File: config.mk
export PLATFORM = sky130hd
export DESIGN_NAME = multi_channel_task_watchdog
export DESIGN_NICKNAME = d
export VERILOG_FILES = /design/src/rtl/mctw_pkg.sv /design/src/rtl/mctw_chan_bank.sv /design/src/rtl/multi_channel_task_watchdog.sv
export VERILOG_INCLUDE_DIRS = /design/src /design/src/rtl
export SDC_FILE = /design/constraint.sdc
export NUM_CORES = 2
export LEC_CHECK = 0
export BUFFER_PORTS_ARGS = -buffer_cell sky130_fd_sc_hd__clkbuf_2
export CORE_MARGIN = 5
export CORE_UTILIZATION = 63
export CTS_BUF_LIST = sky130_fd_sc_hd__clkbuf_16
export DETAILED_ROUTE_END_ITERATION = 10
export PLACE_DENSITY = 0.81
export SKIP_LAST_GASP = 1
export SLEW_MARGIN = 20
export SYNTH_ARGS = -nofsm -noshare
export SYNTH_HDL_FRONTEND = slang
export SYNTH_SLANG_ARGS = --single-unit
File: constraint.sdc
create_clock -name clk -period 6.02 [get_ports clk]
set_clock_uncertainty 0.05 [all_clocks]
set_input_delay 0.602 -clock clk [delete_from_list [all_inputs] [get_ports clk]]
set_output_delay 0.602 -clock clk [all_outputs]
set_load 0.02 [all_outputs]
File: src/rtl/multi_channel_task_watchdog_macros.svh
// Assertion macros shared by the watchdog RTL.
// Both macros check on the rising clock edge and stay quiet while reset is applied.
`ifndef MULTI_CHANNEL_TASK_WATCHDOG_MACROS_SVH
`define MULTI_CHANNEL_TASK_WATCHDOG_MACROS_SVH

`ifndef SYNTHESIS

// The property must hold in the same cycle.
`define MCTW_ASSERT(label, clk, rst_n, prop) \
	label: assert property (@(posedge clk) disable iff (!rst_n) (prop)) \
		else $error("mctw assertion failed");

// When the condition holds, the consequence must hold in the next cycle.
`define MCTW_ASSERT_NEXT(label, clk, rst_n, cond, conseq) \
	label: assert property (@(posedge clk) disable iff (!rst_n) (cond) |=> (conseq)) \
		else $error("mctw assertion failed");

`else

`define MCTW_ASSERT(label, clk, rst_n, prop)
`define MCTW_ASSERT_NEXT(label, clk, rst_n, cond, conseq)

`endif

`endif

File: src/rtl/mctw_pkg.sv
package mctw_pkg;

	localparam int CHANNELS = 12;
	localparam int IDX_W    = (CHANNELS > 1) ? $clog2(CHANNELS) : 1;
	localparam int CNT_W    = 4;
	localparam int OP_W     = 3;
	localparam int CHAN_W   = 8;
	localparam int HANDLE_W = 4;
	localparam int PER_W    = 16;
	localparam int TOT_W    = 32;
	localparam int ADDR_W   = 3;
	localparam int DATA_W   = 32;

	localparam logic [OP_W-1:0] OP_REGISTER = 3'd0;
	localparam logic [OP_W-1:0] OP_ENABLE   = 3'd1;
	localparam logic [OP_W-1:0] OP_DISABLE  = 3'd2;
	localparam logic [OP_W-1:0] OP_REFRESH  = 3'd3;
	localparam logic [OP_W-1:0] OP_TICK     = 3'd4;
	localparam logic [OP_W-1:0] OP_QUERY    = 3'd5;

	localparam logic [HANDLE_W-1:0] HANDLE_FULL = '1;

	// Register index of the feed override, taken from byte address bit 2.
	localparam logic REG_FEED_DESPITE_FAIL = 1'b0;

	// Per-cycle update requests toward the channel bank.
	typedef struct packed {
		logic                alloc;
		logic [IDX_W-1:0]    alloc_idx;
		logic                tick;
		logic                set_en;
		logic                clr_en;
		logic                refresh;
		logic [IDX_W-1:0]    idx;
		logic [CHANNELS-1:0] reg_mask;
	} mctw_cmd_t;

	// State of the addressed channel after the update, plus the tick verdict.
	typedef struct packed {
		logic                en;
		logic [PER_W-1:0]    per;
		logic [TOT_W-1:0]    tot;
		logic [CHANNELS-1:0] fails;
	} mctw_view_t;

endpackage

File: src/rtl/mctw_chan_bank.sv
module mctw_chan_bank import mctw_pkg::*; (
	input  logic       clk,
	input  logic       arst_n,
	input  mctw_cmd_t  cmd,
	output mctw_view_t view
);

	logic             en_q   [CHANNELS];
	logic             ref_q  [CHANNELS];
	logic [PER_W-1:0] per_q  [CHANNELS];
	logic [TOT_W-1:0] tot_q  [CHANNELS];

	logic             en_n   [CHANNELS];
	logic             ref_n  [CHANNELS];
	logic [PER_W-1:0] per_n  [CHANNELS];
	logic [TOT_W-1:0] tot_n  [CHANNELS];

	logic [CHANNELS-1:0] fails;

	always_comb begin
		for (int i = 0; i < CHANNELS; i++) begin
			en_n[i]  = en_q[i];
			ref_n[i] = ref_q[i];
			per_n[i] = per_q[i];
			tot_n[i] = tot_q[i];
			// A channel fails a tick when it is enabled but saw no refresh.
			// Unregistered channels are never enabled and keep their mark set.
			fails[i] = cmd.tick & en_q[i] & ~ref_q[i];
			if (cmd.alloc && cmd.alloc_idx == IDX_W'(i)) begin
				en_n[i] = 1'b1;
			end
			if (cmd.set_en && cmd.idx == IDX_W'(i)) begin
				en_n[i] = 1'b1;
			end
			if (cmd.clr_en && cmd.idx == IDX_W'(i)) begin
				en_n[i] = 1'b0;
			end
			if (cmd.refresh && cmd.idx == IDX_W'(i)) begin
				ref_n[i] = 1'b1;
				if (per_q[i] != '1) begin
					per_n[i] = per_q[i] + 1'b1;
				end
				if (tot_q[i] != '1) begin
					tot_n[i] = tot_q[i] + 1'b1;
				end
			end
			if (cmd.tick && cmd.reg_mask[i]) begin
				ref_n[i] = 1'b0;
				per_n[i] = '0;
			end
		end
	end

	always_ff @(posedge clk or negedge arst_n) begin
		if (!arst_n) begin
			for (int i = 0; i < CHANNELS; i++) begin
				en_q[i]  <= 1'b0;
				ref_q[i] <= 1'b1;
				per_q[i] <= '0;
				tot_q[i] <= '0;
			end
		end else begin
			for (int i = 0; i < CHANNELS; i++) begin
				en_q[i]  <= en_n[i];
				ref_q[i] <= ref_n[i];
				per_q[i] <= per_n[i];
				tot_q[i] <= tot_n[i];
			end
		end
	end

	assign view.en    = en_n[cmd.idx];
	assign view.per   = per_n[cmd.idx];
	assign view.tot   = tot_n[cmd.idx];
	assign view.fails = fails;

endmodule

File: src/rtl/multi_channel_task_watchdog.sv
// Channel   Handshake                        Transaction content
// command   start (busy is always low)       opcode, channel
// result    done, one cycle, no back-pressure handle, error, enabled, counters, tick verdict
// config    APB write, pready always high    feed_despite_fail at byte address 0
//
// A command transaction is captured into the input register, and its result appears on
// the result ports at the next edge, marked by done for one cycle. A new command may be
// accepted on every cycle, so one transaction per cycle is sustained; the per-channel state
// update and the result register share one clock edge.
// arst_n clears all control and channel state asynchronously; there is no clearing pass.
// The receiver cannot stall, so results are never held and busy never rises.
`include "multi_channel_task_watchdog_macros.svh"

module multi_channel_task_watchdog import mctw_pkg::*; (
	input  logic                clk,
	input  logic                arst_n,
	input  logic                start,
	output logic                busy,
	input  logic [OP_W-1:0]     opcode,
	input  logic [CHAN_W-1:0]   channel,
	output logic                done,
	output logic [HANDLE_W-1:0] handle,
	output logic                error,
	output logic                enabled,
	output logic [PER_W-1:0]    period_refreshes,
	output logic [TOT_W-1:0]    total_refreshes,
	output logic [CHANNELS-1:0] fail_mask,
	output logic                feed,
	output logic                reset_latched,
	output logic [CNT_W-1:0]    registered_count,
	input  logic                psel,
	input  logic                penable,
	input  logic                pwrite,
	input  logic [ADDR_W-1:0]   paddr,
	input  logic [DATA_W-1:0]   pwdata,
	output logic [DATA_W-1:0]   prdata,
	output logic                pready
);

	// The command port never refuses a transaction.
	assign busy   = 1'b0;
	assign pready = 1'b1;

	// Configuration register. Bit 2 of the byte address selects the register;
	// writes to any other register index are dropped.
	logic fdf_q;

	always_ff @(posedge clk or negedge arst_n) begin
		if (!arst_n) begin
			fdf_q <= 1'b0;
		end else if (psel && penable && pwrite && paddr[2] == REG_FEED_DESPITE_FAIL) begin
			fdf_q <= pwdata[0];
		end
	end

	assign prdata = (paddr[2] == REG_FEED_DESPITE_FAIL) ? {{(DATA_W-1){1'b0}}, fdf_q} : '0;

	// Input register stage.
	logic              vld_s1;
	logic [OP_W-1:0]   op_s1;
	logic [CHAN_W-1:0] ch_s1;

	always_ff @(posedge clk or negedge arst_n) begin
		if (!arst_n) begin
			vld_s1 <= 1'b0;
		end else begin
			vld_s1 <= start && !busy;
		end
	end

	always_ff @(posedge clk) begin
		if (start && !busy) begin
			op_s1 <= opcode;
			ch_s1 <= channel;
		end
	end

	// Global control state.
	logic [CNT_W-1:0] count_q;
	logic             reset_req_q;

	logic                full;
	logic                ch_valid;
	logic [CHANNELS-1:0] reg_mask;
	mctw_cmd_t           cmd;
	mctw_view_t          view;
	logic                req_n;

	assign full     = count_q >= CNT_W'(CHANNELS);
	assign ch_valid = ch_s1 < {{(CHAN_W-CNT_W){1'b0}}, count_q};

	always_comb begin
		for (int i = 0; i < CHANNELS; i++) begin
			reg_mask[i] = count_q > CNT_W'(i);
		end
	end

	// Decode the captured command into bank updates. The channel index is only
	// used when the channel has been checked against the registered count.
	always_comb begin
		cmd.alloc     = vld_s1 && op_s1 == OP_REGISTER && !full;
		cmd.alloc_idx = count_q[IDX_W-1:0];
		cmd.tick      = vld_s1 && op_s1 == OP_TICK;
		cmd.set_en    = vld_s1 && op_s1 == OP_ENABLE && ch_valid;
		cmd.clr_en    = vld_s1 && op_s1 == OP_DISABLE && ch_valid;
		cmd.refresh   = vld_s1 && op_s1 == OP_REFRESH && ch_valid;
		cmd.idx       = ch_s1[IDX_W-1:0];
		cmd.reg_mask  = reg_mask;
	end

	mctw_chan_bank u_bank (
		.clk    (clk),
		.arst_n (arst_n),
		.cmd    (cmd),
		.view   (view)
	);

	// Any failing channel on a tick latches the reset request for good.
	assign req_n = reset_req_q | (|view.fails);

	// Result assembly.
	logic [HANDLE_W-1:0] handle_n;
	logic                error_n;
	logic                en_n;
	logic [PER_W-1:0]    per_n;
	logic [TOT_W-1:0]    tot_n;
	logic [CHANNELS-1:0] fails_n;
	logic                feed_n;

	always_comb begin
		handle_n = ch_s1[HANDLE_W-1:0];
		error_n  = 1'b0;
		en_n     = 1'b0;
		per_n    = '0;
		tot_n    = '0;
		fails_n  = '0;
		feed_n   = 1'b0;
		case (op_s1)
			OP_REGISTER: begin
				// A fresh handle has never been refreshed or counted, so its
				// counters read as zero.
				if (full) begin
					handle_n = HANDLE_FULL;
					error_n  = 1'b1;
				end else begin
					handle_n = HANDLE_W'(count_q);
					en_n     = 1'b1;
				end
			end
			OP_TICK: begin
				handle_n = '0;
				fails_n  = view.fails;
				feed_n   = !req_n || fdf_q;
			end
			OP_ENABLE, OP_DISABLE, OP_REFRESH, OP_QUERY: begin
				if (ch_valid) begin
					en_n  = view.en;
					per_n = view.per;
					tot_n = view.tot;
				end else begin
					error_n = 1'b1;
				end
			end
			default: begin
				error_n = 1'b1;
			end
		endcase
	end

	always_ff @(posedge clk or negedge arst_n) begin
		if (!arst_n) begin
			count_q     <= '0;
			reset_req_q <= 1'b0;
			done        <= 1'b0;
		end else begin
			done <= vld_s1;
			if (cmd.alloc) begin
				count_q <= count_q + 1'b1;
			end
			if (cmd.tick) begin
				reset_req_q <= req_n;
			end
		end
	end

	always_ff @(posedge clk) begin
		if (vld_s1) begin
			handle           <= handle_n;
			error            <= error_n;
			enabled          <= en_n;
			period_refreshes <= per_n;
			total_refreshes  <= tot_n;
			fail_mask        <= fails_n;
			feed             <= feed_n;
			reset_latched    <= req_n;
			registered_count <= cmd.alloc ? count_q + 1'b1 : count_q;
		end
	end

	// Every accepted command produces exactly one result; done follows the input register's valid bit.
	`MCTW_ASSERT_NEXT(a_done_follows, clk, arst_n, vld_s1, done)
	// The registered count never runs past the channel table.
	`MCTW_ASSERT(a_count_bound, clk, arst_n, count_q <= CNT_W'(CHANNELS))
	// The reset request is sticky.
	`MCTW_ASSERT_NEXT(a_req_sticky, clk, arst_n, reset_req_q, reset_req_q)
	// A reported failure always comes with a latched reset request.
	`MCTW_ASSERT(a_fail_latches, clk, arst_n, !(done && fail_mask != '0) || reset_latched)
	// A feed with a latched request is only allowed under the override.
	`MCTW_ASSERT(a_feed_gate, clk, arst_n, !(done && feed && reset_latched) || fdf_q)

endmodule
# --- After elaboration in Yosys (flattened, before gate mapping) ---
# Index checks and enable logic that the tools add are counted.
word_totals:
  register_bits: 691
  in_bits: 52
  out_inout_bits: 107
  elab_cells: 426
classes:
  add_sub_neg: 25
  order_cmp: 15
  eq_ne: 51
  muxes: 139
  bitwise_logic: 39
  reduce_logical: 93
ops:
  columns: ["operator", "count"]
  rows:
  - ["$mux W32", 26]
  - ["$mux W16", 38]
  - ["$add A32 B1 Y32 const B", 12]
  - ["$ne A32 B32 Y1 const B", 12]
  - ["$add A16 B1 Y16 const B", 12]
  - ["$ne A16 B16 Y1 const B", 12]
  - ["$bmux W32 S4", 1]
  - ["$logic_and A1 B1 Y1", 72]
  - ["$mux W1", 67]
  - ["$bmux W16 S4", 1]
  - ["$eq A4 B3 Y1 const B", 8]
  - ["$eq A4 B4 Y1 const B", 8]
  - ["$and A1 B1 Y1", 24]
  - ["$reduce_bool A2 Y1", 12]
  - ["$eq A4 B2 Y1 const B", 4]
  - ["$gt A4 B3 Y1 const B", 4]
  - ["$gt A4 B4 Y1 const B", 4]
  - ["$not A1 Y1", 13]
  - ["$reduce_or A12 Y1", 1]
  - ["$eq A4 B1 Y1 const B", 2]
  - ["$gt A4 B1 Y1 const B", 2]
  - ["$gt A4 B2 Y1 const B", 2]
  - ["$logic_not A4 Y1", 2]
  - ["$lt A8 B4 Y1", 1]
  - ["other kinds (18)", 22]

# --- Depth between registers and ports, before layout ---
logic_depth:
  word_depth: 12
  mapped_depth: 15

# --- Cells and area by module ---
# Synthesis repeated with hierarchy kept, for this count alone.
unflattened:
  cells_unflattened: 3922
  hier_area_um2: 37892.6
by_module_without_submodules:
  columns: ["mod", "n_inst", "cells_per_inst", "area_per_inst_um2"]
  rows:
  - ["mctw_chan_bank", 1, 3651, 34010.1]
  - ["multi_channel_task_watchdog", 1, 271, 3882.5]

# --- Worst setup path after synthesis ---
# Ideal clock, no wire load.
synth_timing:
  kind: "register to register"
  startpoint: "reg vld_s1"
  endpoint: "reg total_refreshes[15], data pin"
  setup_ps: 270
  arrival_ps: 4363
  required_time_ps: 5700
  setup_slack_ps: 1337
  path_stages_with_launch: 12
  n_path_buf: 3
  path_cell_list: "dfrtp_1 -> and4b_1 -> buf_2 -> buf_2 -> buf_2 -> nand4_1 -> nor3_1 -> nand4_1 -> xnor2_1 -> a221o_1 -> a211oi_1 -> a31oi_1"
synth_rtl:
  columns: ["element", "line_no", "text"]
  rows:
  - ["start, declared", "multi_channel_task_watchdog.sv:59", "logic vld_s1;"]
  - ["start signal, assigned", "multi_channel_task_watchdog.sv:67", "vld_s1 <= start && !busy;"]
  - ["end signal, assigned", "multi_channel_task_watchdog.sv:192", "total_refreshes <= tot_n;"]
  - ["end, declared", "multi_channel_task_watchdog.sv:26", "output logic [TOT_W-1:0] total_refreshes,"]

==> results.sh <==
export IMPL_status="complete, no violations"
export IMPL_path_clk_slew_ns=0.06
export IMPL_hold_viol_final=0
export IMPL_setup_viol=0
export IMPL_vdd_drop_max_v=0.000250
export IMPL_required_ns=6.27
export IMPL_insertion_delay_ns=0.62
export IMPL_ys_types=102
export IMPL_path_buf_inv=3
export IMPL_synth_common_cells="dfrtp_1 (596), nor2_1 (403), nand2_1 (367)"
export IMPL_grt_pass1_wl_um=194000
export IMPL_slowest_stage="nor3_1"
export IMPL_layout_drive_gt1_share=0.103
export IMPL_h_tree_depth=3
export IMPL_cp_end_kind="flop"
export IMPL_yosysWarnings=0
export IMPL_finalInstanceArea_sq_um=41700
export IMPL_cts_buffers=75
export IMPL_die_y_um=255
export IMPL_pin_count=159
export IMPL_synth_flop_cell="dfrtp_1"
export IMPL_async_flop_share=0.880
export IMPL_cts_buffer_depth=3
export IMPL_synth_seq_cells=691
export IMPL_grt_ovfl_total=0
export IMPL_synth_edf_count=83
export IMPL_core_area_sq_um=59100
export IMPL_syn_area_per_cell_sq_um=9.77
export IMPL_ant_nets=0
export IMPL_drv_cap=0
export IMPL_fmax_mhz=192
export IMPL_dr_pass1_iters=9
export IMPL_synth_area_leaders="dfrtp_1 (40%), xnor2_1 (6.6%), edfxtp_1 (6.6%)"
export IMPL_fp_row_count=89
export IMPL_yosysTopAreaCell="dfrtp_1"
export IMPL_diodes=0
export IMPL_cts_sinks=691
export IMPL_drt_iter0_drc=5648
export IMPL_vias=33700
export IMPL_cp_cell_sequence="inv_2 -> ha_1 -> a21oi_1 -> buf_4 -> nand2_1 -> buf_4 -> nor3_2 -> and3_1 -> xnor2_1 -> or2_2 -> o2111a_1 -> nor3_1 -> a31oi_1"
export IMPL_whs_ns=0.117
export IMPL_tightest_slew_ns=1.22
export IMPL_grt_setup_unrepaired="no"
export IMPL_place_hpwl_um=95400
export IMPL_power_mw=10.4
export IMPL_fin_setup_tns_ns=0
export IMPL_cts_root_buffer="clkbuf_16"
export IMPL_grt_start_max_net_pins=177
export IMPL_synth_area_sq_um=37700
export IMPL_synth_most_common_cell="dfrtp_1"
export IMPL_syn_inst=3859
export IMPL_place_inst=4674
export IMPL_via_per_inst=7.01
export IMPL_gp_congestion=1.07
export IMPL_grt_pass1_vias=31700
export IMPL_dieArea_sq_um=64800
export IMPL_worstSetupStartpointType="flop"
export IMPL_post_dp_cell_area_sq_um=39200
export IMPL_place_ws_ns=1.13
export IMPL_fin_crit_sh=0.865
export IMPL_io_buffers=92
export IMPL_fin_nets=4062
export IMPL_wl_um=132000
export IMPL_slowest_delay_ns=0.73
export IMPL_period_minus_slack_ns=5.21
export IMPL_crit_family="simple AND/OR/NAND/NOR gates"
export IMPL_relSlewSlack=0.174
export IMPL_cp_common_cell="buf_4"
export IMPL_grt_usage=0.397
export IMPL_cts_tree="yes"
export IMPL_worst_slack_ns=0.812
export IMPL_antenna_found_initial=6
export IMPL_drc=0
export IMPL_synth_top_area_share=0.396
export IMPL_crit_type="flop to flop"
export IMPL_utilization=0.705
export IMPL_num_fill_cells=4402
export IMPL_ys_seq_area_frac=0.470
export IMPL_start_util=0.637
export IMPL_crit_path_max_fanout=13
export IMPL_powerDensity_nw_per_um2=248
export IMPL_p_leak_nw=17.6
export IMPL_worst_hold_path_type="input port to flop"
export IMPL_crit_arrival_ns=5.46
export IMPL_die_width_um=255
export IMPL_drv_slew=0
export IMPL_wire_per_inst_um=27.5
export IMPL_final_cells=4812
export IMPL_syn_to_final_growth_pct=10.6
-- cell usage in the layout, fill, tap and decap left out, types with 28 or more instances in the layout --
cell type	count
a22oi_1	61
edfxtp_1	83
nor4_1	63
conb_1	33
a21oi_1	65
and4_1	71
nor2_1	401
dfrtp_1	595
clkbuf_2	91
or3_1	40
nand4_1	199
mux2i_1	48
ha_1	30
o22ai_1	40
a22o_1	28
o21ai_0	57
and2_1	30
clkbuf_16	77
nor3_1	146
xnor2_1	286
nand2_1	367
xor2_1	204
inv_1	59
nand3_1	246
buf_4	92
and3_1	106
a31oi_1	29
-- area by class of cell --
| cell class | count | area (sq um) | area share |
|---|---|---|---|
| tap | 773 | 967 | 0.0232 |
| inverter | 50 | 188 | 0.00450 |
| multi-input combinational | 2973 | 19200 | 0.459 |
| clock buffer | 77 | 1930 | 0.0462 |
| timing repair buffer | 189 | 1260 | 0.0302 |
| clock inverter | 59 | 474 | 0.0114 |
| sequential | 691 | 17700 | 0.425 |
-- cells by family after synthesis --
family / synth area share
AO/OA/AOI/OAI: 0.102
XOR/XNOR: 0.114
adder cells (fa/ha/maj): 0.00996
buffers and inverters: 0.0277
flip-flops: 0.470
multiplexers: 0.0218
other: 0.000199
AND/OR/NAND/NOR: 0.254
-- metal layers --
layer,part of all wire,vias up,wire length (um),global-route usage
met5,0.00082,-,108,0
met3,0.16,484,21200,0.164
li1,-,14400,-,-
met1,0.37,16200,48700,0.537
met4,0.052,12,6820,0.169
met2,0.42,2574,55300,0.571
-- registers in the layout, indices dropped and copies added, names as in the netlist, 8 cells and up --
signal and flops:
period_refreshes 16, total_refreshes 32, u_bank.en_q 12, u_bank.per_q 192
u_bank.tot_q 384, u_bank.ref_q 12, ch_s1 8, fail_mask 12
-- timing repair --
| item | CTS | global route |
|---|---|---|
| hold buffers | 1 | 0 |
| buffers inserted | 0 | 0 |
| resized for setup | 0 | 0 |
| endpoints found under the hold margin | 54 | 0 |
-- power by group --
group	leakage [nW]	internal (mW)	switching, mW
clock network	1.24	2.66	1.97
registers	9.26	4.79	0.0654
logic	7.07	0.189	0.676
total	17.6	7.64	2.71
-- worst paths after layout --
kind / from / to / slack [ns] / depth (start not counted)
worst max-delay path: count_q[3] / total_refreshes[21] / 0.81 / 13
worst min-delay path: channel[4] / ch_s1[4] / 0.12 / 1
worst max register to register: count_q[3] / total_refreshes[21] / 0.81 / 13
worst min register to register: u_bank.tot_q[136] / u_bank.tot_q[136] / 0.44 / 1
max in group asynchronous: arst_n / vld_s1 / 3.91 / 3
min in group asynchronous: arst_n / u_bank.tot_q[37] / 0.46 / 2
(Power assumes the default switching activity.)
